### config.mk
export PLATFORM = sky130hd
export DESIGN_NAME = bpc_stroke
export DESIGN_NICKNAME = d
export VERILOG_FILES = /design/src/design/bpc_pkg.sv /design/src/design/bpc_stroke.sv
export SDC_FILE = /design/constraint.sdc
export NUM_CORES = 1
export LEC_CHECK = 0
export BUFFER_PORTS_ARGS = -buffer_cell sky130_fd_sc_hd__buf_2
export CAP_MARGIN = 20
export CORE_ASPECT_RATIO = 0.7
export CORE_MARGIN = 8
export CORE_UTILIZATION = 57
export DETAILED_ROUTE_END_ITERATION = 16
export PLACE_DENSITY = 0.87
export SLEW_MARGIN = 5
export SYNTH_ARGS = -nofsm -noshare
export SYNTH_HDL_FRONTEND = slang
export SYNTH_SLANG_ARGS = --single-unit
### constraint.sdc
create_clock -name clock -period 5.13 [get_ports clock]
set_clock_uncertainty 0.15 [all_clocks]
set_input_delay 0.513 -clock clock [delete_from_list [all_inputs] [get_ports clock]]
set_output_delay 0.513 -clock clock [all_outputs]
set_load 0.01 [all_outputs]
### src/design/bpc_pkg.sv
// Package for the brush stroke canvas painter.
// Holds the shared widths, request codes, state type and stroke command.
// Depends on nothing.
`default_nettype none

package bpc_pkg;

   localparam int DEF_CANVAS_WIDTH  = 96;
   localparam int DEF_CANVAS_HEIGHT = 72;
   localparam int DEF_PIXEL_BITS    = 32;

   localparam int COORD_W  = 11;
   localparam int TYPE_W   = 3;
   localparam int RADDR_W  = 13;
   localparam int VALUE_W  = 32;
   localparam int DIM_W    = 10;
   localparam int LIN_W    = 21;

   localparam logic signed [COORD_W-1:0] NO_POINT = -11'sd1;

   typedef enum logic [TYPE_W-1:0] {
      REQ_DOWN = 3'd0,
      REQ_MOVE = 3'd1,
      REQ_UP   = 3'd2,
      REQ_HOLD = 3'd3,
      REQ_READ = 3'd4
   } req_code_type;

   typedef enum logic [1:0] {
      ST_CLEAR,
      ST_IDLE,
      ST_STROKE,
      ST_READ
   } state_type;

   typedef struct packed {
      logic signed [COORD_W-1:0] x0;
      logic signed [COORD_W-1:0] y0;
      logic signed [COORD_W-1:0] x1;
      logic signed [COORD_W-1:0] y1;
   } stroke_cmd_type;

endpackage

`default_nettype wire

### src/design/bpc_stroke.sv
// Stroke walker: steps from one point to another and emits the clipped
// pixel writes of a 3x3 brush at every step point. Uses bpc_pkg.
`default_nettype none

module bpc_stroke #(
   parameter int CANVAS_WIDTH  = bpc_pkg::DEF_CANVAS_WIDTH,
   parameter int CANVAS_HEIGHT = bpc_pkg::DEF_CANVAS_HEIGHT,
   parameter int ADDR_W        = 13
) (
   input  wire logic                   clock,
   input  wire logic                   reset,
   input  wire logic                   go,
   input  wire bpc_pkg::stroke_cmd_type cmd,
   output logic                        done,
   output logic                        wr_en,
   output logic [ADDR_W-1:0]           wr_addr
);

   localparam int CW   = bpc_pkg::COORD_W;
   localparam int XW   = CW + 1;
   localparam int LW   = bpc_pkg::LIN_W;
   localparam int DW   = bpc_pkg::DIM_W;
   localparam logic [1:0] OFF_LAST = 2'd2;

   logic                 active_ff, active_in;
   logic                 done_ff, done_in;
   logic                 wr_en_ff, wr_en_in;
   logic [ADDR_W-1:0]    wr_addr_ff, wr_addr_in;
   logic signed [CW-1:0] cx_ff, cx_in, cy_ff, cy_in;
   logic [CW-1:0]        rx_ff, rx_in, ry_ff, ry_in;
   logic [CW-1:0]        adx_ff, adx_in, ady_ff, ady_in;
   logic [CW-1:0]        steps_ff, steps_in, left_ff, left_in;
   logic                 sgx_ff, sgx_in, sgy_ff, sgy_in;
   logic [1:0]           ox_ff, ox_in, oy_ff, oy_in;

   logic [XW-1:0] dx, dy, neg_dx, neg_dy;
   logic [CW-1:0] adx, ady;
   logic [XW-1:0] px, py;
   logic          in_x, in_y;
   logic [LW-1:0] lin;
   logic [XW-1:0] sum_x, sum_y, sub_x, sub_y;

   always_comb begin
      dx     = {cmd.x1[CW-1], cmd.x1} - {cmd.x0[CW-1], cmd.x0};
      dy     = {cmd.y1[CW-1], cmd.y1} - {cmd.y0[CW-1], cmd.y0};
      neg_dx = -dx;
      neg_dy = -dy;
      adx    = dx[XW-1] ? neg_dx[CW-1:0] : dx[CW-1:0];
      ady    = dy[XW-1] ? neg_dy[CW-1:0] : dy[CW-1:0];

      px   = {cx_ff[CW-1], cx_ff} + XW'(ox_ff) - XW'(1);
      py   = {cy_ff[CW-1], cy_ff} + XW'(oy_ff) - XW'(1);
      in_x = !px[XW-1] && (px < XW'(CANVAS_WIDTH));
      in_y = !py[XW-1] && (py < XW'(CANVAS_HEIGHT));
      lin  = LW'(py[DW-1:0]) * LW'(CANVAS_WIDTH) + LW'(px[DW-1:0]);

      sum_x = {1'b0, rx_ff} + {1'b0, adx_ff};
      sum_y = {1'b0, ry_ff} + {1'b0, ady_ff};
      sub_x = sum_x - {1'b0, steps_ff};
      sub_y = sum_y - {1'b0, steps_ff};
   end

   always_comb begin
      active_in  = active_ff;
      done_in    = 1'b0;
      wr_en_in   = 1'b0;
      wr_addr_in = lin[ADDR_W-1:0];
      cx_in      = cx_ff;
      cy_in      = cy_ff;
      rx_in      = rx_ff;
      ry_in      = ry_ff;
      adx_in     = adx_ff;
      ady_in     = ady_ff;
      steps_in   = steps_ff;
      left_in    = left_ff;
      sgx_in     = sgx_ff;
      sgy_in     = sgy_ff;
      ox_in      = ox_ff;
      oy_in      = oy_ff;
      if (go && !active_ff) begin
         active_in = 1'b1;
         cx_in     = cmd.x0;
         cy_in     = cmd.y0;
         rx_in     = '0;
         ry_in     = '0;
         adx_in    = adx;
         ady_in    = ady;
         steps_in  = (adx > ady) ? adx : ady;
         left_in   = (adx > ady) ? adx : ady;
         sgx_in    = dx[XW-1];
         sgy_in    = dy[XW-1];
         ox_in     = '0;
         oy_in     = '0;
      end else if (active_ff) begin
         wr_en_in = in_x && in_y;
         if (ox_ff == OFF_LAST) begin
            ox_in = '0;
            if (oy_ff == OFF_LAST) begin
               oy_in = '0;
               if (left_ff == '0) begin
                  active_in = 1'b0;
                  done_in   = 1'b1;
               end else begin
                  left_in = left_ff - 1'b1;
                  if (sum_x >= {1'b0, steps_ff}) begin
                     rx_in = sub_x[CW-1:0];
                     cx_in = sgx_ff ? cx_ff - 11'sd1 : cx_ff + 11'sd1;
                  end else begin
                     rx_in = sum_x[CW-1:0];
                  end
                  if (sum_y >= {1'b0, steps_ff}) begin
                     ry_in = sub_y[CW-1:0];
                     cy_in = sgy_ff ? cy_ff - 11'sd1 : cy_ff + 11'sd1;
                  end else begin
                     ry_in = sum_y[CW-1:0];
                  end
               end
            end else begin
               oy_in = oy_ff + 1'b1;
            end
         end else begin
            ox_in = ox_ff + 1'b1;
         end
      end
   end

   always_ff @(posedge clock) begin
      if (reset) begin
         active_ff <= 1'b0;
         done_ff   <= 1'b0;
         wr_en_ff  <= 1'b0;
      end else begin
         active_ff <= active_in;
         done_ff   <= done_in;
         wr_en_ff  <= wr_en_in;
      end
   end

   always_ff @(posedge clock) begin
      wr_addr_ff <= wr_addr_in;
      cx_ff      <= cx_in;
      cy_ff      <= cy_in;
      rx_ff      <= rx_in;
      ry_ff      <= ry_in;
      adx_ff     <= adx_in;
      ady_ff     <= ady_in;
      steps_ff   <= steps_in;
      left_ff    <= left_in;
      sgx_ff     <= sgx_in;
      sgy_ff     <= sgy_in;
      ox_ff      <= ox_in;
      oy_ff      <= oy_in;
   end

   assign done    = done_ff;
   assign wr_en   = wr_en_ff;
   assign wr_addr = wr_addr_ff;

endmodule

`default_nettype wire

* Word-level counts from Yosys, hierarchy flattened
Cells that the tools add are included.
** Storage, ports and cells
- Flip-flop bits (word level) :: 110
- Output and inout port bits :: 15
** Operators by class
- Equality and inequality tests :: 3
- Reduce and logical (&&, ||, !) cells :: 20
- Multiplexer cells :: 32
- Multipliers :: 1
- Add/sub/neg operators :: 20
- Magnitude comparators :: 5
- Bitwise logic cells :: 4
** Operator list (number)
- $mux 11 :: 24
- $add 11x11->12 :: 2
- $add 11x3->12 :: 2
- $ge 12x11->1 :: 2
- $lt 12x7->1 const B :: 2
- $sub 11x11->12 :: 2
- $sub 12x1->12 const B :: 2
- $add 11x2->11 const B :: 2
- $neg 11->11 :: 2
- $sub 11x11->11 :: 2
- $sub 11x2->11 const B :: 2
- $add 13x10->13 :: 1
- $gt 11x11->1 :: 1
- $logic_not 11->1 :: 1
- $sub 11x1->11 const B :: 1
- $mul 10x2->8 const B :: 1
- $reduce_and 5->1 :: 2
- $reduce_bool 2->1 :: 5
- $reduce_and 4->1 :: 2
- $mux 1 :: 6
- $reduce_or 5->1 :: 1
- $add 2x1->2 const B :: 2
- $eq 2x2->1 const B :: 2
- $logic_and 1x1->1 :: 4
- 6 further kinds :: 12

* Depth between registers and ports, before layout
Gate-level depths: netlist (run 1).
- Depth in word-level cells :: 8
- Depth in mapped cells :: 21

* Least setup slack after synthesis (run 1)
No wires, ideal clock.
- Path type :: input to register
- Start :: input port cmd[11] in the netlist's numbering
- End :: register left_ff[3], data pin
- Setup time :: 260 ps
- Stages on the path :: 16
- Arrival :: 4623 ps
- Slack :: 97 ps
- Path buffers :: 0
- Cells stage by stage :: inv_1 -> ha_1 -> inv_1 -> fa_1 -> a21o_1 -> a221oi_2 -> xnor2_1 -> or4_1 -> o41ai_2 -> xnor2_1 -> inv_1 -> ha_1 -> nand3_1 -> o31ai_1 -> mux2_2 -> mux2_2
** Between the ends
- Longest elaborated chain between the ends :: 6
** RTL lines
- from (decl) :: RTL line bpc_stroke.sv:13 : input wire bpc_pkg::stroke_cmd_type cmd,
- $sub 11x11->12 * :: RTL line bpc_stroke.sv:44 : dx = {cmd.x1[CW-1], cmd.x1} - {cmd.x0[CW-1], cmd.x0};
- $neg 11->11 :: RTL line bpc_stroke.sv:46 : neg_dx = -dx;
- $mux 11 * :: RTL line bpc_stroke.sv:48 : adx = dx[XW-1] ? neg_dx[CW-1:0] : dx[CW-1:0];
- net adx[10] :: RTL line bpc_stroke.sv:37 : logic [CW-1:0] adx, ady;
- $gt 11x11->1 * :: RTL line bpc_stroke.sv:89 : left_in = (adx > ady) ? adx : ady;
- $mux 11 * :: RTL line bpc_stroke.sv:89
- $mux 11 * :: RTL line bpc_stroke.sv:80 : if (go && !active_ff) begin
- net left_in[3] :: RTL line bpc_stroke.sv:32 : logic [CW-1:0] steps_ff, steps_in, left_ff, left_in;
- to (signal assigned) :: RTL line bpc_stroke.sv:148 : left_ff <= left_in;
- to (decl) :: RTL line bpc_stroke.sv:32
The timed path passes the listed nets; every way through them passes the cells marked *.
A chain may end at the register's enable or synchronous reset.

* Worst setup path in the final report (run 1)
- Start :: input port cmd[0] in the netlist's numbering
- End :: register left_ff[3], data pin
** Between the ends
- Longest elaborated chain between the ends :: 6
** RTL lines
- $sub 11x11->12 * :: RTL line bpc_stroke.sv:45 : dy = {cmd.y1[CW-1], cmd.y1} - {cmd.y0[CW-1], cmd.y0};
- $neg 11->11 :: RTL line bpc_stroke.sv:47 : neg_dy = -dy;
- $mux 11 * :: RTL line bpc_stroke.sv:49 : ady = dy[XW-1] ? neg_dy[CW-1:0] : dy[CW-1:0];
- $gt 11x11->1 :: RTL line bpc_stroke.sv:89
- $mux 11 * :: RTL line bpc_stroke.sv:89
- $mux 11 * :: RTL line bpc_stroke.sv:80
- net left_in[3] :: RTL line bpc_stroke.sv:32
Marked as above.

==> out/metrics.yaml, run 1 <==
cp.arrival_ps: 4770
ctsHtreeMaxLevel: 3
power.share.switching_pct: 42.8
portBuffers: 61
fin_nets: 1424
postCtsSetupBuffers: 0
cts_tree: "built"
wire_per_inst_um: 18.1
internal_power_mw: 2.89
antenna_found_initial: 1
grt_use_total_pct: 23.3
tns_ps: 0
slew_headroom_pct: 45.4
syn_nets: 1353
regToRegSetupSlack_ps: 600
r2r_end: "cy_ff[0]$_DFFE_PP_"
row_count: 40
dp_hpwl_mm: 20.8
syn_to_final_growth_pct: 9.25
switching_power_mw: 2.17
setup_ws_ps: 311
place_congestion: 0.977
worstPathRequired_ps: 5080
tightest_slew_ps: 818
finalSetupViolations: 0
yosysSeqAreaShare_pct: 28.5
power.density_mw_per_mm2: 457
rsz0062_at_grt: "no"
netlist_area_mm2: 0.0101
yosysTopAreaCell: "edfxtp_1"
p_seq_share_pct: 25.0
min_from: "reset"
ctsResizeCount: 0
clock_latency_ps: 350
synthArstFlopShare_pct: 0
synth_most_common_cell: "inv_1"
grt_pass1_vias: 8625
final_max_slew_viol_count: 0
drtAntennaViolNets: 0
dieArea_mm2: 0.0224
core_area_mm2: 0.0173
hold_viol_final: 0
drc: 0
hold_depth: 2
cts-root-buf: "clkbuf_16"
cts_buffers: 9
die_x_um: 175
fin_crit_sh_pct: 93.9
critical_path_class: "input port to register"
avgSynthCellArea_um2: 8.74
final-seq-area_mm2: 0.00288
netlist_top_cells_area: "edfxtp_1 20%, ha_1 17%, dfxtp_1 8.3%"
die_h_um: 128
drt-initial-drc-count: 1045
dpl_worst_slack_ps: 62.2
cts_hold_buf: 0
hold_path_class: "input port to register"
finalHoldWorstSlack_ps: 284
synth_common_cells: "140 x inv_1, 135 x ha_1, 85 x nor2_1"
vias: 9032
finalPower_mw: 5.06
ys.flop_type: "edfxtp_1"
multi_input_area_mm2: 0.00661
cts.clk_slew.worst_paths_ps: 80
synth_edf_count: 68
synth_top_area_share_pct: 20.2
vias_per_cell: 6.16
clock.fmax_mhz: 207
vdd_drop_max_uv: 225
worstHoldEndpoint: "active_ff$_SDFF_PP0_"
outcome: "completed"
grt_overflow: 0
ys_ff_latch: 110
p_clk_share_pct: 14.1
maxCapViolations: 0
timing.rr.start: "ady_ff[0]$_DFFE_PP_"
io_pins: 62
initial_core_util_pct: 58.7
grt_pass1_wl_mm: 43.0
wl_mm: 26.6
synth_cell_types: 68
drive_above_1_share_pct: 10.3
cellLeakagePower_nw: 5.15
final_core_util_pct: 64.1
worstRegToRegCells: 16
fin_crit_ps: 4820
drtPass1Iterations: 5
grt_max_degree: 70
fillers: 1400
syn_inst: 1159
combPwrFrac_pct: 60.9
critPathLaunchType: "input port"
path_max_fanout: 4
numClockSinks: 110
cts.path.max_buffers: 2
cp-end-kind: "register"
ys_warn_count: 0
[worst max-delay path by stage]
stage                     startpoint              endpoint  slack (ps)  depth (start not counted)
after CTS                     cmd[0]  left_ff[3]$_DFFE_PP_         320                         19
final                         cmd[0]  left_ff[3]$_DFFE_PP_         310                         19
after global placement       cmd[11]  left_ff[4]$_DFFE_PP_         310                         19
after floorplan              cmd[11]  left_ff[3]$_DFFE_PP_         100                         16
after global routing          cmd[0]  left_ff[4]$_DFFE_PP_          20                         20
after detailed placement     cmd[11]  left_ff[4]$_DFFE_PP_          60                         19
[cell families (layout without fill, tap and decap cells)]
group / count (synthesis) / after routing / synth area share, %
muxes: 36 / 36 / 3.64
AOI/OAI and AO/OA: 293 / 293 / 18.5
buffers and inverters: 164 / 239 / 6.44
other: 0 / 1 / 0
adders and majority gates: 147 / 147 / 19.0
xor gates and xnor gates: 106 / 106 / 9.17
DFF: 110 / 110 / 28.5
and+or+nand+nor: 303 / 303 / 14.8
[sequential cells by signal (all words and copies together), names as in the netlist]
register   flops
wr_addr       13
adx_ff        11
ady_ff        11
cx_ff         11
cy_ff         11
left_ff       11
rx_ff         11
ry_ff         11
steps_ff      11
ox_ff          2
oy_ff          2
active_ff      1
done           1
sgx_ff         1
sgy_ff         1
wr_en          1
[final cells by class]
cell class              count  share of cell area [%]
repair buffers             84                    4.32
diodes                      1                  0.0226
inverters                 140                    4.75
flip-flops and latches    110                    26.0
well taps                 231                    2.61
clock inverters             3                   0.407
clock buffers              12                    2.14
multi-input cells         885                    59.7
[cell usage in the layout (no fill, tap or decap), types with 7 or more instances in the layout]
cell | synthesis | layout
o31ai_1 | 12 | 11
dfxtp_1 | 42 | 42
xor2_1 | 33 | 33
ha_1 | 135 | 135
o21ai_0 | 75 | 74
o21bai_1 | 7 | 7
nand4_1 | 7 | 7
buf_2 | 3 | 61
nor2_1 | 85 | 85
nand3_1 | 38 | 38
a211oi_1 | 9 | 8
a21boi_0 | 8 | 8
or3_1 | 8 | 8
nand2_1 | 61 | 61
nor3_1 | 29 | 29
nand2b_1 | 10 | 9
buf_4 | 0 | 23
a31o_2 | 8 | 8
a31oi_1 | 8 | 8
o21a_1 | 10 | 10
clkbuf_16 | 0 | 9
nor2b_1 | 21 | 21
mux2i_1 | 29 | 29
inv_1 | 140 | 139
a21oi_1 | 81 | 81
mux2_2 | 7 | 7
xnor2_1 | 73 | 73
o211ai_1 | 7 | 7
edfxtp_1 | 68 | 68
fa_1 | 12 | 12
a21o_1 | 32 | 32
[power groups by stage]
stage | Sequential [mW] | Clock (mW) | Combinational, mW
after floorplan | 1.28 | 0 | 2.21
after global placement | 1.27 | 0 | 2.85
after detailed placement | 1.28 | 0 | 2.98
after CTS | 1.26 | 0.712 | 3.02
after global routing | 1.28 | 0.745 | 3.38
final | 1.26 | 0.714 | 3.08
[worst max-delay path: stages]
cell and delay, ps:
buf_2 80, inv_1 30, ha_1 200, fa_1 390
nand2b_1 180, a211o_1 330, mux2i_1 170, o2111ai_1 220
or3b_1 470, or3b_2 230, nor2b_1 230, ha_1 300
nand3_1 140, a21oi_1 70, a211oi_1 300, o21ai_1 150
o31ai_2 110, mux2_2 390, mux2_2 270
[metrics by stage]
step / instances / cell area [µm²]
detailed placement: 1450 / 10800
global placement: 1450 / 10800
floorplan: 1159 / 10100
global route: 1465 / 11100
finish: 1466 / 11100
CTS: 1465 / 11100
[per-layer routing]
metal  wire length (µm)  vias to the layer above  global-route usage (%)
li1                   -                     4280                       -
met3               2680                       42                    5.56
met1              12300                     4268                    33.3
met4                411                        0                    5.62
met2              11200                      442                    34.7
met5                  0                        -                       0
No activity file was read; power rests on OpenSTA's default activity.
==> run 2, diff against run 1 <==
--- a/config.mk
+++ b/config.mk
@@ -5,13 +5,13 @@
 export SDC_FILE = /design/constraint.sdc
 export NUM_CORES = 1
 export LEC_CHECK = 0
+export ABC_AREA = 1
 export BUFFER_PORTS_ARGS = -buffer_cell sky130_fd_sc_hd__buf_2
 export CAP_MARGIN = 20
-export CORE_ASPECT_RATIO = 0.7
 export CORE_MARGIN = 8
-export CORE_UTILIZATION = 57
+export CORE_UTILIZATION = 63
 export DETAILED_ROUTE_END_ITERATION = 16
-export PLACE_DENSITY = 0.87
+export PLACE_DENSITY = 0.91
 export SLEW_MARGIN = 5
 export SYNTH_ARGS = -nofsm -noshare
 export SYNTH_HDL_FRONTEND = slang
==> constraint.sdc (replaced) <==
create_clock -name clock -period 4.6 [get_ports clock]
set_clock_uncertainty 0.15 [all_clocks]
set_input_delay 0.46 -clock clock [delete_from_list [all_inputs] [get_ports clock]]
set_output_delay 0.46 -clock clock [all_outputs]
set_load 0.01 [all_outputs]
==> run 2 against run 1 <==
Net effect:
- cell count grew 25%
- hold slack got worse by 160 ps
- core utilization rose by 4.6 points
- highest routed layer unchanged
- synthesized cell count up 33%
- via count is 14% higher
- combinational power is essentially flat
- critical path type unchanged
- worst setup slack improved by 190 ps
==> out/metrics.yaml, run 2 <==
outcome: "completed"
ctsHtreeMaxLevel: 3  # unchanged
postCtsSetupBuffers: 0  # unchanged
slew_headroom_pct: 47.8  # +2.5 points
cp.arrival_ps: 4030  # -740 ps
grt_overflow: 0  # unchanged
synth_common_cells: "403 x nand2_1, 274 x inv_1, 135 x ha_1"
top_layer: "met4"
clock.fmax_mhz: 244
drc: 0  # unchanged
final_max_slew_viol_count: 0  # unchanged
fin_crit_ps: 4100
ys_warn_count: 0  # unchanged
power.density_mw_per_mm2: 447  # -2.1%
tns_ps: 0  # unchanged
fin_nets: 1799  # +26%
cts_tree: "built"
dpl_worst_slack_ps: 207  # +145 ps
cts-root-buf: "clkbuf_16"
vias: 10300  # +14%
hold_path_class: "input port to register"
cp-end-kind: "register"
synthArstFlopShare_pct: 0  # unchanged
mostFrequentLayoutCell: "nand2_1"
cts.clk_slew.worst_paths_ps: 70  # about the same
ys_ff_latch: 110  # unchanged
netlist_top_cells_area: "edfxtp_1 19%, ha_1 15%, nand2_1 14%"
worstRegToRegCells: 17  # +1
netlist_area_mm2: 0.0109  # +8.0%
maxCapViolations: 0  # unchanged
wl_met3_mm: 2.03  # -24%
setup_ws_ps: 502  # +191 ps
die_h_um: 148  # +16%
timing.rr.start: "ady_ff[2]$_DFFE_PP_"
syn_to_final_growth_pct: 7.37
most-common-layout-cells: "403 x nand2_1, 274 x inv_1, 135 x ha_1"
drt-initial-drc-count: 659  # -37%
yosysSeqAreaShare_pct: 26.3  # -2.1 points
antenna_found_initial: 0  # -1
grt_pass1_wl_mm: 44.7  # +4.0%
die_x_um: 148  # -16%
io_pins: 62  # unchanged
regToRegSetupSlack_ps: 610  # about the same
multi_input_area_mm2: 0.00687  # +4.0%
critical_path_class: "input port to register"
dp_hpwl_mm: 22.1  # +6.6%
hold_viol_final: 0  # unchanged
wl_mm: 27.1  # +1.8%
wl_met1_mm: 11.8  # -3.8%
grt_use_total_pct: 24.8  # +1.5 points
grt_pass1_vias: 9655  # +12%
r2r_end: "cy_ff[3]$_DFFE_PP_"
clock_latency_ps: 360  # about the same
synth_most_common_cell: "nand2_1"
critPathLaunchType: "input port"
portBuffers: 61  # unchanged
grt_max_degree: 70  # unchanged
cts_buffers: 9  # unchanged
tightest_slew_ps: 783  # -35.7 ps
wire_per_inst_um: 14.8  # -19%
finalSetupViolations: 0  # unchanged
cts.path.max_buffers: 2  # unchanged
core_area_mm2: 0.0171  # -0.87%
largest_reg_flops: 13  # unchanged
vdd_drop_max_uv: 352  # +57%
synth_cell_types: 49  # -28%
cellLeakagePower_nw: 6.28  # +22%
syn_inst: 1544  # +33%
diodes: 0  # -1
ys.flop_type: "edfxtp_1"
drive_above_1_share_pct: 8.14  # -2.2 points
yosysTopAreaCell: "edfxtp_1"
worstPathRequired_ps: 4530  # -550 ps
drtAntennaViolNets: 0  # unchanged
synth_top_area_share_pct: 18.7  # -1.5 points
crit_end: "left_ff[1]$_DFFE_PP_"
dieArea_mm2: 0.0218  # -2.3%
finalHoldWorstSlack_ps: 123  # -162 ps
fin_crit_sh_pct: 89.1
numClockSinks: 110  # unchanged
cp-startpoint: "cmd[11]"
hold_depth: 2  # unchanged
path_max_fanout: 9  # +5
avgSynthCellArea_um2: 7.09  # -19%
cts_hold_buf: 0  # unchanged
row_count: 48  # +20%
final-seq-area_mm2: 0.00288  # unchanged
initial_core_util_pct: 63.9  # +5.3 points
ctsResizeCount: 0  # unchanged
wl_met2_mm: 12.1  # +8.1%
vias_per_cell: 5.59  # -9.2%
place_congestion: 0.954  # -2.3%
drtPass1Iterations: 7  # +2
syn_nets: 1738  # +28%
rsz0062_at_grt: "no"
synth_edf_count: 68  # unchanged
fillers: 1425  # +1.8%
final_core_util_pct: 68.7  # +4.6 points
[run 2: cell count changes in the layout (fill, tap and decap cells not counted), moves of 21 or more]
cell	previous run	this run
a21o_1	32	9
nor2b_1	21	0
nand4_1	7	28
xor2_1	33	58
xnor2_1	73	12
nand3_1	38	133
inv_1	139	274
nand2_1	61	403
mux2i_1	29	0
[run 2: worst max-delay path, cell delays in order]
cell	delay, ps
buf_2	80
inv_1	30
ha_1	180
inv_1	120
fa_1	440
inv_1	100
ha_1	150
inv_1	50
nor2_1	140
nand3_1	100
nor2_1	140
nand2_1	70
nand2_1	110
xor2_1	220
inv_1	90
ha_1	290
a21oi_1	150
nor2_1	50
a211oi_1	210
nand3_1	160
nand2_1	110
clkinv_1	220
nand2_1	160
o21ai_2	80
nand2_2	60
o21ai_1	80
[run 2: worst min path at each step]
stage,end,startpoint,slack (ps)
4_1_cts,done$_SDFF_PP0_,reset,120
3_5_place_dp,ry_ff[3]$_SDFFE_PP0P_,ry_ff[3]$_SDFFE_PP0P_,300
2_1_floorplan,rx_ff[8]$_SDFFE_PP0P_,rx_ff[8]$_SDFFE_PP0P_,280
5_1_grt,done$_SDFF_PP0_,reset,110
3_3_place_gp,ry_ff[0]$_SDFFE_PP0P_,ry_ff[0]$_SDFFE_PP0P_,290
6_report,done$_SDFF_PP0_,reset,120
[run 2: cell type report]
cell class,count,share of cell area (%)
inverter,278,8.90
sequential,110,24.5
multi-input combinational,1135,58.5
clock inverter,4,0.415
tap,225,2.40
clock buffer,12,2.02
timing repair buffer,71,3.24
[run 2: routing by layer]
metal,up-vias,global-route usage (%)
li1,5173,-
met1,4608,31.7
met2,404,40.8
met3,78,3.55
met4,0,11.4
met5,-,0
[run 2: logic make-up (layout without fill, tap and decap cells)]
family | Yosys count | count (layout) | share of synthesized area [%]
buffers and inverters | 299 | 365 | 10.9
DFF | 110 | 110 | 26.3
and+or+nand+nor | 700 | 700 | 27.7
adders and majority gates | 147 | 147 | 17.6
xor gates and xnor gates | 74 | 74 | 6.20
AOI/OAI and AO/OA | 214 | 214 | 11.3
[run 2: report_power, final]
group          total, mW  switching, mW  internal [mW]  leakage, nW
Sequential          1.41          0.100           1.31        0.995
Clock              0.779          0.355          0.425        0.143
Combinational       3.07           1.91           1.16         5.14
[run 2: through the flow]
stage	std cells	cell area (µm²)	total power, mW
floorplan	1544	10900	3.74
global placement	1819	11500	4.31
detailed placement	1819	11500	4.45
CTS	1835	11800	5.23
global route	1835	11800	5.71
finish	1835	11800	5.26
